**src/rmt_pkg.sv**
```systemverilog
`timescale 1ns / 1ps
// ----------------------------------------------------------------------------
// rmt_pkg
// Types, codes and helpers shared by the refcount membership table modules.
// ----------------------------------------------------------------------------
package rmt_pkg;

    localparam int MAX_ENTRIES = 64;
    localparam int ID_W        = 6;
    localparam int CNT_W       = 15;
    localparam int DELTA_W     = 16;
    localparam int CFG_W       = 7;
    localparam int OP_W        = 4;

    localparam logic [CFG_W-1:0] BOUND_MAX = CFG_W'(MAX_ENTRIES);
    localparam logic [CNT_W-1:0] COUNT_MAX = '1;

    // operation codes
    localparam logic [OP_W-1:0] OP_ADD_ENABLE = 4'd0;
    localparam logic [OP_W-1:0] OP_ADD_REMOVE = 4'd1;
    localparam logic [OP_W-1:0] OP_HELD       = 4'd2;
    localparam logic [OP_W-1:0] OP_EXCLUDED   = 4'd3;
    localparam logic [OP_W-1:0] OP_GATE       = 4'd4;
    localparam logic [OP_W-1:0] OP_QUEUED     = 4'd5;
    localparam logic [OP_W-1:0] OP_QUERY      = 4'd6;
    localparam logic [OP_W-1:0] OP_LIST_OFFER = 4'd7;
    localparam logic [OP_W-1:0] OP_LIST_TREE  = 4'd8;
    localparam logic [OP_W-1:0] OP_CLEAR      = 4'd9;

    // entry state codes
    localparam logic [1:0] ST_HIDDEN = 2'd0;
    localparam logic [1:0] ST_GREYED = 2'd1;
    localparam logic [1:0] ST_LISTED = 2'd2;

    typedef struct packed {
        logic [OP_W-1:0]           operation;
        logic [ID_W-1:0]           entry_id;
        logic signed [DELTA_W-1:0] delta;
        logic                      flag_value;
    } t_in_item;

    typedef struct packed {
        logic [ID_W-1:0]  result_id;
        logic             found;
        logic [1:0]       entry_state;
        logic [CNT_W-1:0] enable_total;
        logic [CNT_W-1:0] remove_total;
        logic             held_bit;
        logic             excluded_bit;
        logic             gate_bit;
        logic             queued_bit;
        logic             id_in_range;
        logic             count_error;
        logic             last;
    } t_out_item;

    typedef struct packed {
        logic [CNT_W-1:0] enable_cnt;
        logic [CNT_W-1:0] remove_cnt;
        logic             held;
        logic             excluded;
        logic             gate;
        logic             queued;
    } t_entry;

    // state follows from counts and flags; queued plays no part
    function automatic logic [1:0] f_entry_state(input t_entry e);
        logic member;
        member = (e.enable_cnt != '0) && (e.remove_cnt == '0) && !e.held && !e.excluded;
        if (!member) begin
            return ST_HIDDEN;
        end
        return e.gate ? ST_GREYED : ST_LISTED;
    endfunction

    function automatic t_out_item f_describe(input logic [ID_W-1:0] id, input t_entry e,
                                             input logic err, input logic last);
        t_out_item o;
        o.result_id    = id;
        o.found        = 1'b1;
        o.entry_state  = f_entry_state(e);
        o.enable_total = e.enable_cnt;
        o.remove_total = e.remove_cnt;
        o.held_bit     = e.held;
        o.excluded_bit = e.excluded;
        o.gate_bit     = e.gate;
        o.queued_bit   = e.queued;
        o.id_in_range  = 1'b1;
        o.count_error  = err;
        o.last         = last;
        return o;
    endfunction

endpackage

```
**src/rmt_store.sv**
```systemverilog
`timescale 1ns / 1ps
// ----------------------------------------------------------------------------
// rmt_store
// Entry memory with one write and one registered read port. Per-entry valid
// bits make unwritten or cleared entries read as zero.
// ----------------------------------------------------------------------------
module rmt_store (
    input  logic                 i_clk,
    input  logic                 i_rst_n,
    input  logic                 i_clear,
    input  logic                 i_we,
    input  logic [rmt_pkg::ID_W-1:0] i_waddr,
    input  rmt_pkg::t_entry      i_wdata,
    input  logic [rmt_pkg::ID_W-1:0] i_raddr,
    output rmt_pkg::t_entry      o_rdata
);
    import rmt_pkg::*;

    t_entry                 r_mem [MAX_ENTRIES];
    logic [MAX_ENTRIES-1:0] r_valid;
    t_entry                 r_rd;
    logic                   r_rd_valid;

    always_ff @(posedge i_clk) begin
        if (i_we) begin
            r_mem[i_waddr] <= i_wdata;
        end
        r_rd <= r_mem[i_raddr];
    end

    always_ff @(posedge i_clk) begin
        if (!i_rst_n) begin
            r_valid    <= '0;
            r_rd_valid <= 1'b0;
        end else begin
            r_rd_valid <= r_valid[i_raddr];
            if (i_clear) begin
                r_valid <= '0;
            end else if (i_we) begin
                r_valid[i_waddr] <= 1'b1;
            end
        end
    end

    assign o_rdata = r_rd_valid ? r_rd : '0;

endmodule

```
**src/rmt_unit.sv**
```systemverilog
`timescale 1ns / 1ps
// ----------------------------------------------------------------------------
// rmt_unit
// Shared entry unit: saturating refcount add, flag update and scan match.
// ----------------------------------------------------------------------------
module rmt_unit (
    input  logic [rmt_pkg::OP_W-1:0]           i_op,
    input  rmt_pkg::t_entry                    i_entry,
    input  logic signed [rmt_pkg::DELTA_W-1:0] i_delta,
    input  logic                               i_flag,
    output rmt_pkg::t_entry                    o_entry,
    output logic                               o_err,
    output logic                               o_hit
);
    import rmt_pkg::*;

    logic [CNT_W-1:0]      w_cur;
    logic signed [CNT_W+1:0] w_sum;
    logic [CNT_W-1:0]      w_sat;
    logic                  w_sat_err;
    logic [1:0]            w_state;

    // one adder serves both counts
    assign w_cur = (i_op == OP_ADD_REMOVE) ? i_entry.remove_cnt : i_entry.enable_cnt;
    assign w_sum = $signed({2'b00, w_cur}) + $signed({i_delta[DELTA_W-1], i_delta});

    always_comb begin
        if (w_sum[CNT_W+1]) begin
            w_sat     = '0;
            w_sat_err = 1'b1;
        end else if (w_sum[CNT_W]) begin
            w_sat     = COUNT_MAX;
            w_sat_err = 1'b1;
        end else begin
            w_sat     = w_sum[CNT_W-1:0];
            w_sat_err = 1'b0;
        end
    end

    assign w_state = f_entry_state(i_entry);

    always_comb begin
        o_entry = i_entry;
        o_err   = 1'b0;
        o_hit   = 1'b0;
        unique case (i_op)
            OP_ADD_ENABLE: begin
                o_entry.enable_cnt = w_sat;
                o_err              = w_sat_err;
            end
            OP_ADD_REMOVE: begin
                o_entry.remove_cnt = w_sat;
                o_err              = w_sat_err;
            end
            OP_HELD:       o_entry.held     = i_flag;
            OP_EXCLUDED:   o_entry.excluded = i_flag;
            OP_GATE:       o_entry.gate     = i_flag;
            OP_QUEUED:     o_entry.queued   = i_flag;
            OP_LIST_OFFER: o_hit = (w_state == ST_LISTED) && !i_entry.queued;
            OP_LIST_TREE:  o_hit = (w_state != ST_HIDDEN);
            default: begin
            end
        endcase
    end

endmodule

```
**src/refcount_membership_table_top.sv**
```systemverilog
`timescale 1ns / 1ps
// ----------------------------------------------------------------------------
// refcount_membership_table_top
// Table of refcounted entries with flags, updated, queried and scanned by
// a small sequencer around one shared entry unit.
// ----------------------------------------------------------------------------
// Usage:
//   Input channel (i_in_valid / o_in_stall) carries one operation per
//   transaction; output channel (o_out_valid / i_out_stall) carries results,
//   the final one of each operation marked by last (codes above OP_CLEAR are
//   taken but give no result). The bound register is written over
//   i_cfg_valid / o_cfg_ready, which is always ready. An update or query
//   reads its entry from the entry memory, modifies it and writes it back
//   in the execute state, which registers its result; the next operation
//   can be taken in the cycle the result leaves, and none is taken before.
//   Clear and out-of-range ids answer straight from the idle state. A scan
//   walks the entries through the memory read port, one entry per cycle
//   while the receiver keeps up. One match is held back so the final
//   one can carry last.
//   Reset clears the bound to zero and marks every entry empty at once.
//   When the receiver stalls, the result register holds and the scan halts
//   on the next match until the register frees up.
// ----------------------------------------------------------------------------
module refcount_membership_table_top (
    input  logic                          i_clk,
    input  logic                          i_rst_n,
    input  logic                          i_in_valid,
    output logic                          o_in_stall,
    input  rmt_pkg::t_in_item             i_in_item,
    output logic                          o_out_valid,
    input  logic                          i_out_stall,
    output rmt_pkg::t_out_item            o_out_item,
    input  logic                          i_cfg_valid,
    output logic                          o_cfg_ready,
    input  logic [rmt_pkg::CFG_W-1:0]     i_cfg_data
);
    import rmt_pkg::*;

    localparam logic [1:0] S_IDLE  = 2'd0;
    localparam logic [1:0] S_EXEC  = 2'd1;
    localparam logic [1:0] S_SCAN  = 2'd2;
    localparam logic [1:0] S_FLUSH = 2'd3;

    logic [1:0]                r_state, n_state;
    logic [CFG_W-1:0]          r_entries_in_use;
    logic [OP_W-1:0]           r_op;
    logic [ID_W-1:0]           r_id;
    logic signed [DELTA_W-1:0] r_delta;
    logic                      r_flag;
    logic [ID_W-1:0]           r_idx, n_idx;
    t_out_item                 r_pend, n_pend;
    logic                      r_pend_valid, n_pend_valid;
    t_out_item                 r_out;
    logic                      r_out_valid;

    logic [CFG_W-1:0] w_bound;
    logic             w_out_free;
    logic             w_accept;
    logic             w_load;
    t_out_item        w_load_item;
    logic             w_mem_clear;
    logic             w_mem_we;
    logic [ID_W-1:0]  w_rd_addr;
    t_entry           w_rd_entry;
    t_entry           w_new_entry;
    logic             w_err;
    logic             w_hit;
    logic             w_end;

    assign w_bound     = (r_entries_in_use > BOUND_MAX) ? BOUND_MAX : r_entries_in_use;
    assign w_out_free  = !r_out_valid || !i_out_stall;
    assign o_in_stall  = !((r_state == S_IDLE) && w_out_free);
    assign w_accept    = i_in_valid && !o_in_stall;
    assign o_cfg_ready = 1'b1;
    assign o_out_valid = r_out_valid;
    assign o_out_item  = r_out;
    assign w_end       = ({1'b0, r_idx} + CFG_W'(1)) == w_bound;

    rmt_store u_store (
        .i_clk   (i_clk),
        .i_rst_n (i_rst_n),
        .i_clear (w_mem_clear),
        .i_we    (w_mem_we),
        .i_waddr (r_id),
        .i_wdata (w_new_entry),
        .i_raddr (w_rd_addr),
        .o_rdata (w_rd_entry)
    );

    rmt_unit u_unit (
        .i_op    (r_op),
        .i_entry (w_rd_entry),
        .i_delta (r_delta),
        .i_flag  (r_flag),
        .o_entry (w_new_entry),
        .o_err   (w_err),
        .o_hit   (w_hit)
    );

    always_comb begin
        n_state      = r_state;
        n_idx        = r_idx;
        n_pend       = r_pend;
        n_pend_valid = r_pend_valid;
        w_load       = 1'b0;
        w_load_item  = '0;
        w_mem_clear  = 1'b0;
        w_mem_we     = 1'b0;
        w_rd_addr    = r_idx;
        unique case (r_state)
            S_IDLE: begin
                w_rd_addr = i_in_item.entry_id;
                if (w_accept) begin
                    priority if (i_in_item.operation == OP_CLEAR) begin
                        w_mem_clear      = 1'b1;
                        w_load           = 1'b1;
                        w_load_item.last = 1'b1;
                    end else if (i_in_item.operation == OP_LIST_OFFER
                                 || i_in_item.operation == OP_LIST_TREE) begin
                        if (w_bound == '0) begin
                            w_load           = 1'b1;
                            w_load_item.last = 1'b1;
                        end else begin
                            w_rd_addr    = '0;
                            n_idx        = '0;
                            n_pend_valid = 1'b0;
                            n_state      = S_SCAN;
                        end
                    end else if (i_in_item.operation <= OP_QUERY) begin
                        if ({1'b0, i_in_item.entry_id} >= w_bound) begin
                            w_load                = 1'b1;
                            w_load_item.result_id = i_in_item.entry_id;
                            w_load_item.last      = 1'b1;
                        end else begin
                            n_state = S_EXEC;
                        end
                    end else begin
                        n_state = S_IDLE;
                    end
                end
            end
            S_EXEC: begin
                // read-modify-write of one entry; a query writes back the same value
                w_mem_we    = 1'b1;
                w_load      = 1'b1;
                w_load_item = f_describe(r_id, w_new_entry, w_err, 1'b1);
                n_state     = S_IDLE;
            end
            S_SCAN: begin
                // a new match pushes the held one out, so wait if the output is busy
                if (!(w_hit && r_pend_valid && !w_out_free)) begin
                    if (w_hit) begin
                        if (r_pend_valid) begin
                            w_load      = 1'b1;
                            w_load_item = r_pend;
                        end
                        n_pend       = f_describe(r_idx, w_rd_entry, 1'b0, 1'b0);
                        n_pend_valid = 1'b1;
                    end
                    if (w_end) begin
                        n_state = S_FLUSH;
                    end else begin
                        n_idx     = r_idx + ID_W'(1);
                        w_rd_addr = r_idx + ID_W'(1);
                    end
                end
            end
            S_FLUSH: begin
                if (w_out_free) begin
                    w_load = 1'b1;
                    if (r_pend_valid) begin
                        w_load_item = r_pend;
                    end
                    w_load_item.last = 1'b1;
                    n_pend_valid     = 1'b0;
                    n_state          = S_IDLE;
                end
            end
            default: begin
                n_state = S_IDLE;
            end
        endcase
    end

    always_ff @(posedge i_clk) begin
        if (!i_rst_n) begin
            r_state          <= S_IDLE;
            r_entries_in_use <= '0;
            r_idx            <= '0;
            r_pend_valid     <= 1'b0;
            r_out_valid      <= 1'b0;
        end else begin
            r_state      <= n_state;
            r_idx        <= n_idx;
            r_pend_valid <= n_pend_valid;
            if (i_cfg_valid) begin
                r_entries_in_use <= i_cfg_data;
            end
            if (w_load) begin
                r_out_valid <= 1'b1;
            end else if (!i_out_stall) begin
                r_out_valid <= 1'b0;
            end
        end
    end

    always_ff @(posedge i_clk) begin
        r_pend <= n_pend;
        if (w_load) begin
            r_out <= w_load_item;
        end
        if (w_accept) begin
            r_op    <= i_in_item.operation;
            r_id    <= i_in_item.entry_id;
            r_delta <= i_in_item.delta;
            r_flag  <= i_in_item.flag_value;
        end
    end

endmodule
```
**config.mk**
```make
export PLATFORM = sky130hd
export DESIGN_NAME = refcount_membership_table_top
export DESIGN_NICKNAME = d
export VERILOG_FILES = /design/src/rmt_pkg.sv /design/src/rmt_store.sv /design/src/rmt_unit.sv /design/src/refcount_membership_table_top.sv
export SDC_FILE = /design/constraint.sdc
export NUM_CORES = 2
export LEC_CHECK = 0
export ABC_CLOCK_PERIOD_IN_PS = 7060
export BUFFER_PORTS_ARGS = -buffer_cell sky130_fd_sc_hd__buf_4
export CAP_MARGIN = 5
export CORE_MARGIN = 4
export CORE_UTILIZATION = 30
export DETAILED_ROUTE_END_ITERATION = 6
export SLEW_MARGIN = 10
export SYNTH_ARGS = -nofsm -noshare
export SYNTH_HDL_FRONTEND = slang
export SYNTH_SLANG_ARGS = --single-unit
```
**constraint.sdc**
```tcl
create_clock -name i_clk -period 7.06 [get_ports i_clk]
set_clock_uncertainty 0.05 [all_clocks]
set_input_delay 0 -clock i_clk [delete_from_list [all_inputs] [get_ports i_clk]]
set_output_delay 0 -clock i_clk [all_outputs]
set_load 0.02 [all_outputs]
```
==> metrics.txt <==
gr usage total 0.170; postcts setup bufs 0; vias in the first global route approximately 60000; Synth cell types 94; H-tree depth 4; HPWL Detailed 168 mm; power per cell area 409 nW/um^2; Starting Density 0.301; clk sinks roughly 2400; worst hold path depth 5; RR Startpoint r_idx[0]; Die Ht 578 um; Synth Register Bits 2406; Max-cap violations 0; Critical Path End u_store.r_rd[26]; final WL between 200 and 300 mm; Core Region 324000 sq um; sequential fraction of the synthesis area 0.729; clock transition at the registers of the reported paths about 60 ps; DRC viols 0; Total Neg Setup Slack 0 ps; Ys Warns 0; critical path capture point type register; Leak Pwr 0.0390 uW; Reg-to-Reg End u_store.r_rd[26]; Pre-antenna DRT Iters 7; worst path cell trace ha_1, nand3_1, xor2_2, mux2i_1, a41o_1, a211oi_2, mux2i_1, or2_2, nand3_1, o32ai_1, nor3_2; Slew @ Worst Pin around 1300 ps; per-cell routed wire length 23.6 um; crit path DAT roughly 7000 ps; worst skew pair latency around 900 ps; unrepaired setup endpoints after global routing false; total gr overflow 0; # rows 209; cts repair resizes 0; CTS buffer count 231; RePlAce Congestion slightly below 0.9; final setup violation count 0; vias between 60000 and 70000; Avg Inst Size Synth approximately 13 sq um; Worst Setup SP r_idx[0]; Net Count, Synth 7827; CP max stage delay approximately 1300 ps; Critical Path RT between 7000 and 8000 ps; CP max FO 21; Worst R2R Path Depth 11; first-pass GRT wire length 425 mm; share of post-route cells with drive strength above 1 0.104; nets 7978; f_max 158 MHz; Worst VDD drop approximately 360 uV; Ports slightly below 90; Most used DFF post-synth edfxtp_1; critical path class register to register; Mapped Area 97500 sq um; Max clock buf depth 3; commonest non-fill, non-tap cell in the layout nand2_1; Slew Limit Fails 0; CTS tree yes; Syn Inst Count between 7000 and 8000; DP Area approximately 100000 sq um; Routed Antenna Nets 0; antenna violations before repair 5; Via density approximately 5.2; Hold Crit Class input pin to register; Post-synth ARST share 0; die area roughly 330000 sq um; CTS Root Cell clkbuf_16; FF-to-FF setup slack slightly above 700 ps; commonest cells after routing, fill and taps aside nand2_1, edfxtp_1, nand3_1; status complete, no violations; Max transition margin 0.144; PortBufs 86; fin area roughly 110000 sq um; Die X just under 600 um; Worst setup SP type register; final hold vios 0; fin crit period around 6300 ps; DR iter-0 viols about 7800; pin count of the biggest net entering global routing 93; fin crit share 0.897; Max stage delay cell, worst path o32ai_1; Post-synth EDFFs approximately 2300; P&R area growth vs syn 15.9%
[routing by layer]
metal	track usage	vias up	wire, um
met3	0.0273	511	26900
met5	0	-	9
li1	-	28600	-
met2	0.274	3214	137000
met1	0.236	32900	121000
met4	0.0537	2	8850
[worst max-delay path, delay by kind of cell (launching register included)]
kind / cells / cell delay (ps)
muxes: 2 / 840
AOI/OAI and AO/OA: 3 / 1900
adders and majority gates: 1 / 380
and+or+nand+nor: 4 / 2060
xor gates and xnor gates: 1 / 290
DFF: 1 / 590
[kinds of logic (layout without fill, tap and decap cells)]
| group | after synthesis | after routing | share of synthesized area |
|---|---|---|---|
| compound gates | 848 | 848 | 0.0573 |
| xor+xnor | 17 | 17 | 0.00175 |
| fa+ha+maj | 28 | 28 | 0.00367 |
| buf+inv | 538 | 897 | 0.0262 |
| flops | 2406 | 2406 | 0.729 |
| mux | 109 | 109 | 0.0127 |
| other cells | 1 | 7 | 0.0000385 |
| simple gates | 3813 | 3813 | 0.169 |
[registers in the layout, indices dropped and copies added, names as in the netlist, 6 cells and up]
signal            flops
o_out_item           45
r_delta              16
r_entries_in_use      7
r_id                  6
r_idx                 6
r_pend               42
u_store.r_mem      2176
u_store.r_rd         34
u_store.r_valid      64
[cell usage after synthesis (27+ instances only)]
library cell / count / area (sq um)
buf_1: 36 / 135
o21a_1: 69 / 518
inv_1: 38 / 143
mux2i_1: 91 / 911
a311oi_1: 31 / 272
and3_1: 111 / 694
buf_4: 41 / 308
nor4_1: 56 / 350
o21ai_0: 89 / 445
dfxtp_1: 116 / 2320
edfxtp_1: 2290 / 68800
nor2_1: 164 / 616
nor3_1: 62 / 310
nand2_1: 2314 / 8690
a22o_1: 34 / 298
o211ai_1: 73 / 548
a21oi_1: 277 / 1390
clkbuf_1: 185 / 694
a31oi_1: 64 / 400
buf_2: 225 / 1130
a211oi_1: 40 / 300
nand3_1: 977 / 4890
ha_1: 27 / 338
a22oi_1: 30 / 225
and2_1: 28 / 175
[cell type report]
type | instances | area (sq um)
fill | 31100 | 211000
inverter | 38 | 143
multi-input combinational | 4816 | 24900
clock inverter | 130 | 1210
timing repair buffer | 418 | 3850
antenna | 6 | 15.0
sequential | 2406 | 71100
tap | 4325 | 5410
clock buffer | 311 | 6370
[worst min-delay path by stage]
stage / from / end / slack [ps]
after floorplan: i_in_item[1] / r_delta[0] / 50
after global placement: i_in_item[6] / r_delta[5] / 130
after detailed placement: i_in_item[13] / r_delta[12] / 130
after CTS: i_out_stall / o_out_valid / 30
after global routing: i_out_stall / o_out_valid / 150
final: i_out_stall / o_out_valid / 100
[stage by stage]
step	utilization	setup slack [ps]	hold slack, ps	instances	total power, uW
2_1_floorplan	-	51.7	48.9	7760	27900
3_3_place_gp	0.323	950	130	11900	33700
3_5_place_dp	0.323	969	130	11900	33900
4_1_cts	0.349	915	25.0	12400	46200
5_1_grt	0.349	647	150	12400	48400
6_report	0.349	727	96.3	12500	46200
[where the power goes]
group	switching [uW]	leakage (uW)	internal [uW]	total, uW
logic	11600	0.0133	4510	16100
registers	486	0.0220	17300	17800
clock network	5390	0.00370	6920	12300
total	17500	0.0390	28700	46200
[timing repair]
| action | 4_1_cts | 5_1_grt |
|---|---|---|
| hold buffers | 86 | 0 |
| endpoints found under the hold margin | 111 | 0 |
| endpoints found under the setup margin | 0 | 0 |
Power figures use the tool's default switching activity.
